<file path="config.mk">
export PLATFORM = sky130hd
export DESIGN_NAME = tsp_ctrl
export DESIGN_NICKNAME = d
export VERILOG_FILES = /design/src/design/two_stream_timestamp_pairer_defines.svh /design/src/design/tsp_pkg.sv /design/src/design/tsp_ctrl.sv
export SDC_FILE = /design/constraint.sdc
export NUM_CORES = 1
export LEC_CHECK = 0
export ABC_CLOCK_PERIOD_IN_PS = 2100
export BUFFER_PORTS_ARGS = -buffer_cell sky130_fd_sc_hd__clkbuf_2
export CAP_MARGIN = 25
export CORE_AREA = 3 3 40 42
export CTS_BUF_LIST = sky130_fd_sc_hd__clkbuf_4 sky130_fd_sc_hd__clkbuf_8
export DETAILED_ROUTE_END_ITERATION = 12
export DIE_AREA = 0 0 43 45
export PLACE_DENSITY = 0.79
export SYNTH_ARGS = -nofsm -noshare
export SYNTH_HDL_FRONTEND = slang
export SYNTH_SLANG_ARGS = --single-unit
</file>
<file path="constraint.sdc">
create_clock -name clk -period 2.1 [get_ports clk]
set_input_delay 0.21 -clock clk [delete_from_list [all_inputs] [get_ports clk]]
set_output_delay 0.21 -clock clk [all_outputs]
set_load 0.01 [all_outputs]
</file>
<file path="src/design/two_stream_timestamp_pairer_defines.svh">
// ----------------------------------------------------------------------------
// two_stream_timestamp_pairer_defines
// assertion macros used by the timestamp pairer datapath
// ----------------------------------------------------------------------------
`ifndef TWO_STREAM_TIMESTAMP_PAIRER_DEFINES_SVH
`define TWO_STREAM_TIMESTAMP_PAIRER_DEFINES_SVH

`ifndef ASSERT_OFF

// checked property, masked while reset is asserted
`define TSP_ASSERT(lbl, clk, rst_n, prop, msg) \
	lbl: assert property (@(posedge clk) disable iff (!rst_n) prop) else $error(msg);

// checked property, also watched during reset
`define TSP_ASSERT_ALWAYS(lbl, clk, prop, msg) \
	lbl: assert property (@(posedge clk) prop) else $error(msg);

`else

`define TSP_ASSERT(lbl, clk, rst_n, prop, msg)
`define TSP_ASSERT_ALWAYS(lbl, clk, prop, msg)

`endif

`endif

</file>
<file path="src/design/tsp_pkg.sv">
// ----------------------------------------------------------------------------
// tsp_pkg
// types and constants shared by the timestamp pairer modules
// ----------------------------------------------------------------------------
package tsp_pkg;

	// fixed field widths
	localparam int STAMP_W    = 64;
	localparam int TAG_IO_W   = 16;
	localparam int KIND_W     = 3;
	localparam int WINDOW_W   = 32;
	localparam int FILL_W     = 5;
	localparam int RES_CNT_W  = 6;
	localparam int IN_DATA_W  = 80;
	localparam int OUT_DATA_W = 96;
	localparam int CFG_IDX_W  = 2;

	// results per input transaction are capped
	localparam logic [RES_CNT_W-1:0] MAX_RESULTS = 6'd61;

	// register reset values
	localparam logic [WINDOW_W-1:0] WINDOW_RST = 32'd500;
	localparam logic [FILL_W-1:0]   FILL_RST   = 5'd2;

	// frame source codes
	localparam logic SRC_A = 1'b0;
	localparam logic SRC_B = 1'b1;

	// register indexes
	typedef enum logic [CFG_IDX_W-1:0] {
		REG_MATCH_WINDOW = 2'd0,
		REG_MIN_FILL     = 2'd1
	} cfg_reg_t;

	// result kinds
	typedef enum logic [KIND_W-1:0] {
		EV_PAIR   = 3'd0,
		EV_LONE_A = 3'd1,
		EV_LONE_B = 3'd2,
		EV_OVF_A  = 3'd3,
		EV_OVF_B  = 3'd4,
		EV_MIS_A  = 3'd5,
		EV_MIS_B  = 3'd6
	} ev_kind_t;

	// controller to datapath
	typedef struct packed {
		logic accept;
		logic ovf_emit;
		logic push;
		logic calc;
		logic cmp_emit;
		logic lone_emit;
	} tsp_cmd_t;

	// datapath to controller
	typedef struct packed {
		logic full;
		logic drain_go;
		logic loop_more;
		logic lone_go;
		logic out_free;
	} tsp_sts_t;

endpackage

</file>
<file path="src/design/tsp_ctrl.sv">
// ----------------------------------------------------------------------------
// tsp_ctrl
// sequencer for push, overflow drop and head-to-head drain
// ----------------------------------------------------------------------------
module tsp_ctrl (
	input  logic               clk,
	input  logic               arst_n,
	input  logic               s_tvalid,
	output logic               s_tready,
	input  tsp_pkg::tsp_sts_t  sts,
	output tsp_pkg::tsp_cmd_t  cmd
);

	typedef enum logic [7:0] {
		S_IDLE = 8'b0000_0001,
		S_OVF  = 8'b0000_0010,
		S_PUSH = 8'b0000_0100,
		S_CHK  = 8'b0000_1000,
		S_CALC = 8'b0001_0000,
		S_EMIT = 8'b0010_0000,
		S_RD   = 8'b0100_0000,
		S_LONE = 8'b1000_0000
	} state_t;

	state_t state_q;
	state_t state_d;

	assign s_tready = (state_q == S_IDLE);

	// next state and commands
	always_comb begin
		state_d = state_q;
		cmd     = '0;
		unique case (state_q)
			S_IDLE: begin
				if (s_tvalid) begin
					cmd.accept = 1'b1;
					state_d    = sts.full ? S_OVF : S_PUSH;
				end
			end
			S_OVF: begin
				if (sts.out_free) begin
					cmd.ovf_emit = 1'b1;
					state_d      = S_PUSH;
				end
			end
			S_PUSH: begin
				cmd.push = 1'b1;
				state_d  = S_CHK;
			end
			S_CHK: begin
				state_d = sts.drain_go ? S_CALC : S_IDLE;
			end
			S_CALC: begin
				cmd.calc = 1'b1;
				state_d  = S_EMIT;
			end
			S_EMIT: begin
				if (sts.out_free) begin
					cmd.cmp_emit = 1'b1;
					state_d      = S_RD;
				end
			end
			S_RD: begin
				// heads moved, ram output refreshes during this cycle
				if (sts.loop_more) begin
					state_d = S_CALC;
				end else if (sts.lone_go) begin
					state_d = S_LONE;
				end else begin
					state_d = S_IDLE;
				end
			end
			S_LONE: begin
				if (sts.out_free) begin
					cmd.lone_emit = 1'b1;
					state_d       = S_IDLE;
				end
			end
			default: begin
				state_d = S_IDLE;
			end
		endcase
	end

	// state register
	always_ff @(posedge clk or negedge arst_n) begin
		if (!arst_n) begin
			state_q <= S_IDLE;
		end else begin
			state_q <= state_d;
		end
	end

endmodule

</file>
# After elaboration in Yosys (flattened, before gate mapping)
# Cells that the tools add are included.
[classes]
n_eq_ne = 12
muxes = 17
reduce_logical = 1
[op_table]
columns = ["cell", "n"]
rows = [
  ["$pmux W8 S8", 1],
  ["$mux W8", 6],
  ["$eq A8 B1 Y1 const B", 1],
  ["$eq A8 B2 Y1 const B", 1],
  ["$eq A8 B3 Y1 const B", 1],
  ["$eq A8 B4 Y1 const B", 1],
  ["$eq A8 B5 Y1 const B", 1],
  ["$eq A8 B6 Y1 const B", 1],
  ["$eq A8 B7 Y1 const B", 1],
  ["$eq A8 B8 Y1 const B", 1],
  ["$mux W1", 8],
  ["$ne A2 B2 Y1 const B", 4],
  ["$mux W5", 1],
  ["$reduce_and A4 Y1", 1],
  ["$mux W3", 1],
]
[totals]
ff_bits = 8
input_bits = 8
output_inout_bits = 7
elab_cells = 31

# Longest topological paths before layout
# Gate-level depths: netlist of run 1.
[logic_depth]
depth_word = 3
ltp_mapped = 5
mapped_depth_nobuf = 4

# Least setup slack after synthesis of run 1
# No wires, ideal clock.
[synth_path]
kind = "reg-to-output"
from = "reg state_q[2]"
to = "out cmd[5] (netlist name)"
arrival_time_ns = 1.716
required_time_ns = 1.890
path_slack_ns = 0.174
stages_incl_launch_ff = 6
path_cell_list = "dfrtp_1 -> buf_6 -> or4_4 -> or3_4 -> nor2_2 -> and2_1"
[synth_lines]
columns = ["item", "line_no", "text"]
rows = [
  ["from (decl)", "tsp_ctrl.sv:25", "state_t state_q;"],
  ["from (signal assigned)", "tsp_ctrl.sv:91", "state_q <= state_d;"],
  ["to (decl)", "tsp_ctrl.sv:11", "output tsp_pkg::tsp_cmd_t cmd"],
]

==> results of run 1 <==
==> layout by cell type, fill, tap and decap left out, drive strengths merged, types with 2 or more instances in the layout <==
cell type,n
nor4,5
nor3b,2
dfrtp,7
and2,2
nand2,3
or4,2
nor3,2
buf,14
and4b,2
a2111oi,2
clkbuf,16
inv,2
nor2,9
and4,2
nand2b,4
==> through the flow <==
stage / worst slack, ns / instances / power [mW] / setup TNS [ns] / utilization [%]
3_3_place_gp: 0.1820 / 95 / 0.6492 / 0 / 55.31
2_1_floorplan: 0.1740 / 64 / 0.5380 / 0 / -
5_1_grt: -0.08826 / 106 / 1.036 / -0.1438 / 65.24
3_5_place_dp: 0.1424 / 95 / 0.6640 / 0 / 55.31
4_1_cts: -0.07503 / 103 / 0.8655 / -0.07503 / 60.56
6_report: -0.04462 / 106 / 0.9798 / -0.05623 / 65.24
==> final timing paths <==
| path | startpoint | to | depth (start not counted) |
|---|---|---|---|
| max reg2reg | state_q[7] | state_q[0] | 6 |
| min in group asynchronous | arst_n | state_q[3] | 2 |
| min | sts[2] | state_q[4] | 2 |
| max | state_q[7] | cmd[5] | 5 |
| max in group asynchronous | arst_n | state_q[0] | 2 |
| min reg2reg | state_q[1] | state_q[5] | 2 |
==> kinds of logic (layout without fill, tap and decap cells) <==
| logic type | count (synthesis) | count (layout) | share of synthesized area (%) |
|---|---|---|---|
| buffers and inverters | 6 | 33 | 5.797 |
| flip-flops | 8 | 8 | 33.33 |
| AO/OA/AOI/OAI | 10 | 10 | 13.25 |
| XOR/XNOR | 2 | 2 | 2.899 |
| AND/OR/NAND/NOR | 38 | 38 | 44.72 |
==> routing by layer <==
layer / up-vias / global-route usage (%) / share of wire [%]
met2: 35 / 32.34 / 50
met4: 0 / 11.45 / 2.1
met1: 296 / 23.13 / 41
met5: - / 0 / 0
li1: 296 / - / -
met3: 4 / 2.789 / 6.4
==> power by group through the flow <==
stage / logic (mW) / clock network [mW] / registers [mW]
after floorplan: 0.330 / 0 / 0.208
after global placement: 0.442 / 0 / 0.207
after detailed placement: 0.455 / 0 / 0.209
after CTS: 0.509 / 0.150 / 0.206
after global routing: 0.672 / 0.155 / 0.209
final: 0.626 / 0.146 / 0.208
==> layout make-up <==
| type | count | area (µm²) |
|---|---|---|
| multi-input cells | 50 | 397.9 |
| flip-flops and latches | 8 | 201.4 |
| clock buffers | 4 | 30.03 |
| inverters | 2 | 7.507 |
| repair buffers | 27 | 182.7 |
| well taps | 15 | 18.77 |
| fillers | 105 | 446.7 |
==> critical path, delay by kind of cell (launching register included) <==
kind          cells  cell delay [ns]
simple gates      4             1.21
flops             1             0.38
buf+inv           1             0.09
==> timing repair <==
item | 4_1_cts | 5_1_grt
hold buffers | 1 | 0
setup endpoints to repair | 3 | 6
setup buffers | 3 | 3
hold endpoints to repair | 7 | 0
cloned | 0 | 0
gates resized for setup | 1 | 9
pin swaps | 4 | 3
==> reports/results.tsv, run 1 <==
metric	value	unit
status	finished with violations	
violations	setup timing	
slowest_stage	or4_4	
p_comb_share	63.8	%
synthTopCellsByArea	dfrtp_1, nor2_1, dfstp_2	
p_clk_share	14.9	%
timing.fmax	0.4663	GHz
critPathRequiredTime	1.89	ns
p_leak	0.3845	nW
placed_area	710.7	µm²
arrival	1.93	ns
clock_latency	0.26	ns
rrSetupSlack	0.12	ns
ys.flop_type	dfrtp_1	
area_growth	38.72	%
synthArstFlopShare	100.0	%
grtUsageTotal	19.11	%
critical_path_peak_fanout	3	
synth_commonest_cells	nor2_1, dfrtp_1, nand2b_1	
via_per_inst	5.953	
netlist.area_leader.share	28.99	%
grt_max_degree	11	
reg_top3	state_q (8)	
internal_power	588.2	µW
final_area	838.3	µm²
cts_sinks	8	
tightest_slew	0.4554	ns
worst_slack	-0.04462	ns
yosysMostFrequentCell	nor2_1	
period_minus_slack	2.145	ns
vias	631	
clock_path_buffers	2	
fp.dieH	45	µm
final-setup-viol-count	2	
die-area	1935	µm²
io_pins	15	
yosysSeqAreaShare	33.33	%
detail-route-antenna-nets	0	
power_switching	391.6	µW
swShare	39.97	%
wire_per_inst	16.08	µm
drv_slew	0	
synth_edf_count	0	
critPathLaunchType	flop	
yosysWarnings	0	
num-nets-final	100	
numCtsBuffers	3	
root_buffer	clkbuf_4	
wl	1.705	mm
initial_core_util	47.03	%
drc_errors	0	
worstHoldPathType	primary input to flop	
rsz0062_at_grt	yes	
finalClockSkew	0.004329	ns
core_area	1285	µm²
antenna_found_initial	0	
powerDensity	1169	nW/µm²
synth_cell_types	38	
gp_congestion	0.8131	
synthCells	64	
finalCritPeriodShare	102.1	%
dr.pass1.iters	4	
ir_drop	0.0007077	V
place_hpwl	1.168	mm
cp_cell_sequence	or4_4, or3_4, nor2_4, and2_4, buf_6	
syn_nets	72	
overflow	0	
ys_ff_latch	8	
power.share.sequential	21.2	%
cts_tree	yes	
regMostFlops	state_q	
grt_pass1_wl	2.663	mm
path_class	flop to primary output	
portBuffers	14	
die_x	43	µm
endpoint_kind	primary output	
num_antenna_cells	0	
cap_violations	0	
hold_slack	0.2198	ns
hold_viol	0	
syn-mean-instance-area	9.443	µm²
largest_reg_flops	8	
synth_top_area_cell	dfrtp_1	
htreeDepth	1	
clk_pin_slew_worst_paths	0.06	ns
layout-drive-gt1-share	47.25	%
grt_pass1_vias	577	
drt_iter0_markers	24	
slew_headroom	69.21	%
num_rows	13	
cpPeakStageDelay	0.55	ns
synth_area	604.3	µm²
Power figures use the tool's default switching activity.
==> run 2: changes to the inputs <==
- BUFFER_PORTS_ARGS: -buffer_cell sky130_fd_sc_hd__clkbuf_2 -> default
- CAP_MARGIN: 25 -> 20
- DONT_BUFFER_PORTS: default -> 1
- PLACE_DENSITY: 0.79 -> 0.69
==> reports/results.tsv, run 2 (same netlist as run 1, synthesis figures left out) <==
metric	value	unit	change
worst_slack	0.07334	ns	+0.1180 ns
hold_viol	0		unchanged
finalSetupTns	0	ns	+0.05623 ns
mostFrequentLayoutCell	buf_4		
drc_errors	0		unchanged
path_class	flop to primary output		
hold_depth	1		-1
critPathRequiredTime	1.89	ns	about the same
cap_violations	0		unchanged
p_leak	0.3130	nW	-19%
critical_path_peak_fanout	4		+1
rsz0062_at_grt	no		
final_util	57.84	%	-7.4 points
finalCritPeriodShare	96.51	%	-5.6 points
cts_tree	yes		
ir_drop	0.0007087	V	+0.13%
clk_pin_slew_worst_paths	0.06	ns	about the same
endpoint_kind	primary output		
vias	578		-8.4%
min_to	state_q[4]		
drv_slew	0		unchanged
wire_per_inst	16.92	µm	+5.2%
timing.rr.end	state_q[0]		
cpPeakStageDelay	0.55	ns	about the same
io_pins	15		unchanged
finalClockSkew	0.0002987	ns	-0.004030 ns
layout_common_cells	buf_4, nor2_1, dfrtp_1		
final-setup-viol-count	0		-2
slew_headroom	68.22	%	-0.98 points
grt_pass1_wl	2.456	mm	-7.8%
path_delay_family	simple AND/OR/NAND/NOR gates		
num-nets-final	85		-15%
slowest_stage	or4_4		
crit_buf_inv	0		-1
detail-route-antenna-nets	0		unchanged
antenna_found_initial	0		unchanged
dr_wl_met2	780	µm	-8.9%
core_area	1285	µm²	unchanged
clock_latency	0.25	ns	about the same
die-area	1935	µm²	unchanged
portBuffers	0		-14
initial_core_util	47.03	%	unchanged
status	finished, final reports clean		
num_rows	13		unchanged
powerDensity	1179	nW/µm²	+0.87%
root_buffer	clkbuf_4		
tightest_slew	0.4700	ns	+0.01456 ns
arrival	1.82	ns	-0.11 ns
htreeDepth	1		unchanged
pre_cts_ws	0.2244	ns	+0.08203 ns
wl	1.540	mm	-9.7%
grt_max_degree	12		+1
grtUsageTotal	17.48	%	-1.6 points
reg2regPathDepth	5		-1
regMostFlops	state_q		
place_hpwl	1.061	mm	-9.2%
layout-drive-gt1-share	36.84	%	-10 points
numCtsBuffers	3		unchanged
cp_cell_sequence	or4_4, or3_4, nor2_4, and2_4		
area_growth	22.98	%	
dr.pass1.iters	4		unchanged
drt-met1-wl	620	µm	-12%
fp.dieH	45	µm	unchanged
via_per_inst	6.352		+6.7%
hold_start	sts[2]		
cts_sinks	8		unchanged
reg_top3	state_q (8)		
drt_iter0_markers	14		-42%
worstHoldPathType	primary input to flop		
r2r-start	state_q[3]		
largest_reg_flops	8		unchanged
die_x	43	µm	unchanged
clock_path_buffers	2		unchanged
dr.max_layer_used	met4		
grt_pass1_vias	545		-5.5%
critPathLaunchType	flop		
rrSetupSlack	0.27	ns	+0.15 ns
num_antenna_cells	0		unchanged
dr_wl_met3	91	µm	-17%
gp_congestion	0.8400		+3.3%
power	876.3	µW	-11%
timing.fmax	0.4934	GHz	+5.8%
period_minus_slack	2.027	ns	-0.1180 ns
overflow	0		unchanged
-- run 2: cell types whose count changed in the layout (fill, tap and decap cells not counted), sizes merged --
cell,before,now
buf,14,11
clkbuf,16,4
-- run 2: stage by stage --
stage | std cells | area, µm² | hold WS, ns
2_1_floorplan | 64 | 604.3 | -0.08559
3_3_place_gp | 82 | 648.1 | -0.08541
3_5_place_dp | 82 | 648.1 | -0.08544
4_1_cts | 89 | 710.7 | 0.09105
5_1_grt | 91 | 743.2 | 0.09819
6_report | 91 | 743.2 | 0.09374
-- run 2: timing repair --
action / CTS / global route
setup buffers: 2 / 2
gates resized for setup: 2 / 3
pin swaps: 4 / 1
endpoints found under the setup margin: 2 / 6
hold buffers: 1 / 0
hold endpoints to repair: 8 / 0
-- run 2: layout make-up --
class | instances | area, µm²
Inverter | 2 | 7.507
Timing Repair Buffer | 12 | 92.59
Multi-Input combinational cell | 50 | 392.9
Clock buffer | 4 | 30.03
Fill cell | 123 | 541.8
Tap cell | 15 | 18.77
Sequential cell | 8 | 201.4
-- run 2: how the worst max path moves through the flow --
stage	start	to	slack (ns)	cells past startpoint
2_1_floorplan	state_q[2]	cmd[5]	0.17	5
3_3_place_gp	state_q[0]	state_q[2]	0.23	4
3_5_place_dp	state_q[6]	cmd[5]	0.22	4
4_1_cts	state_q[3]	cmd[5]	0.0009	4
5_1_grt	state_q[3]	cmd[5]	0.0002	4
6_report	state_q[3]	cmd[5]	0.07	4
-- run 2: power breakdown --
part	switching [mW]	internal, mW	total [mW]	leakage, nW
sequential	0.0465	0.191	0.237	0.107
clock	0.0546	0.0857	0.140	0.0184
combinational	0.249	0.250	0.499	0.188
total	0.350	0.527	0.876	0.313
-- run 2: worst register-to-register path, stage by stage (launching register included) --
cell       delay [ns]
dfrtp_1          0.38
or4_4            0.55
buf_4            0.18
nor4_4           0.25
a2111oi_1        0.10
o31a_1           0.30
-- run 2: per-layer routing --
layer | vias to the layer above | track usage, %
met5 | - | 0
met4 | 0 | 12.05
met3 | 6 | 4.781
met2 | 27 | 26.95
met1 | 279 | 21.29
li1 | 266 | -
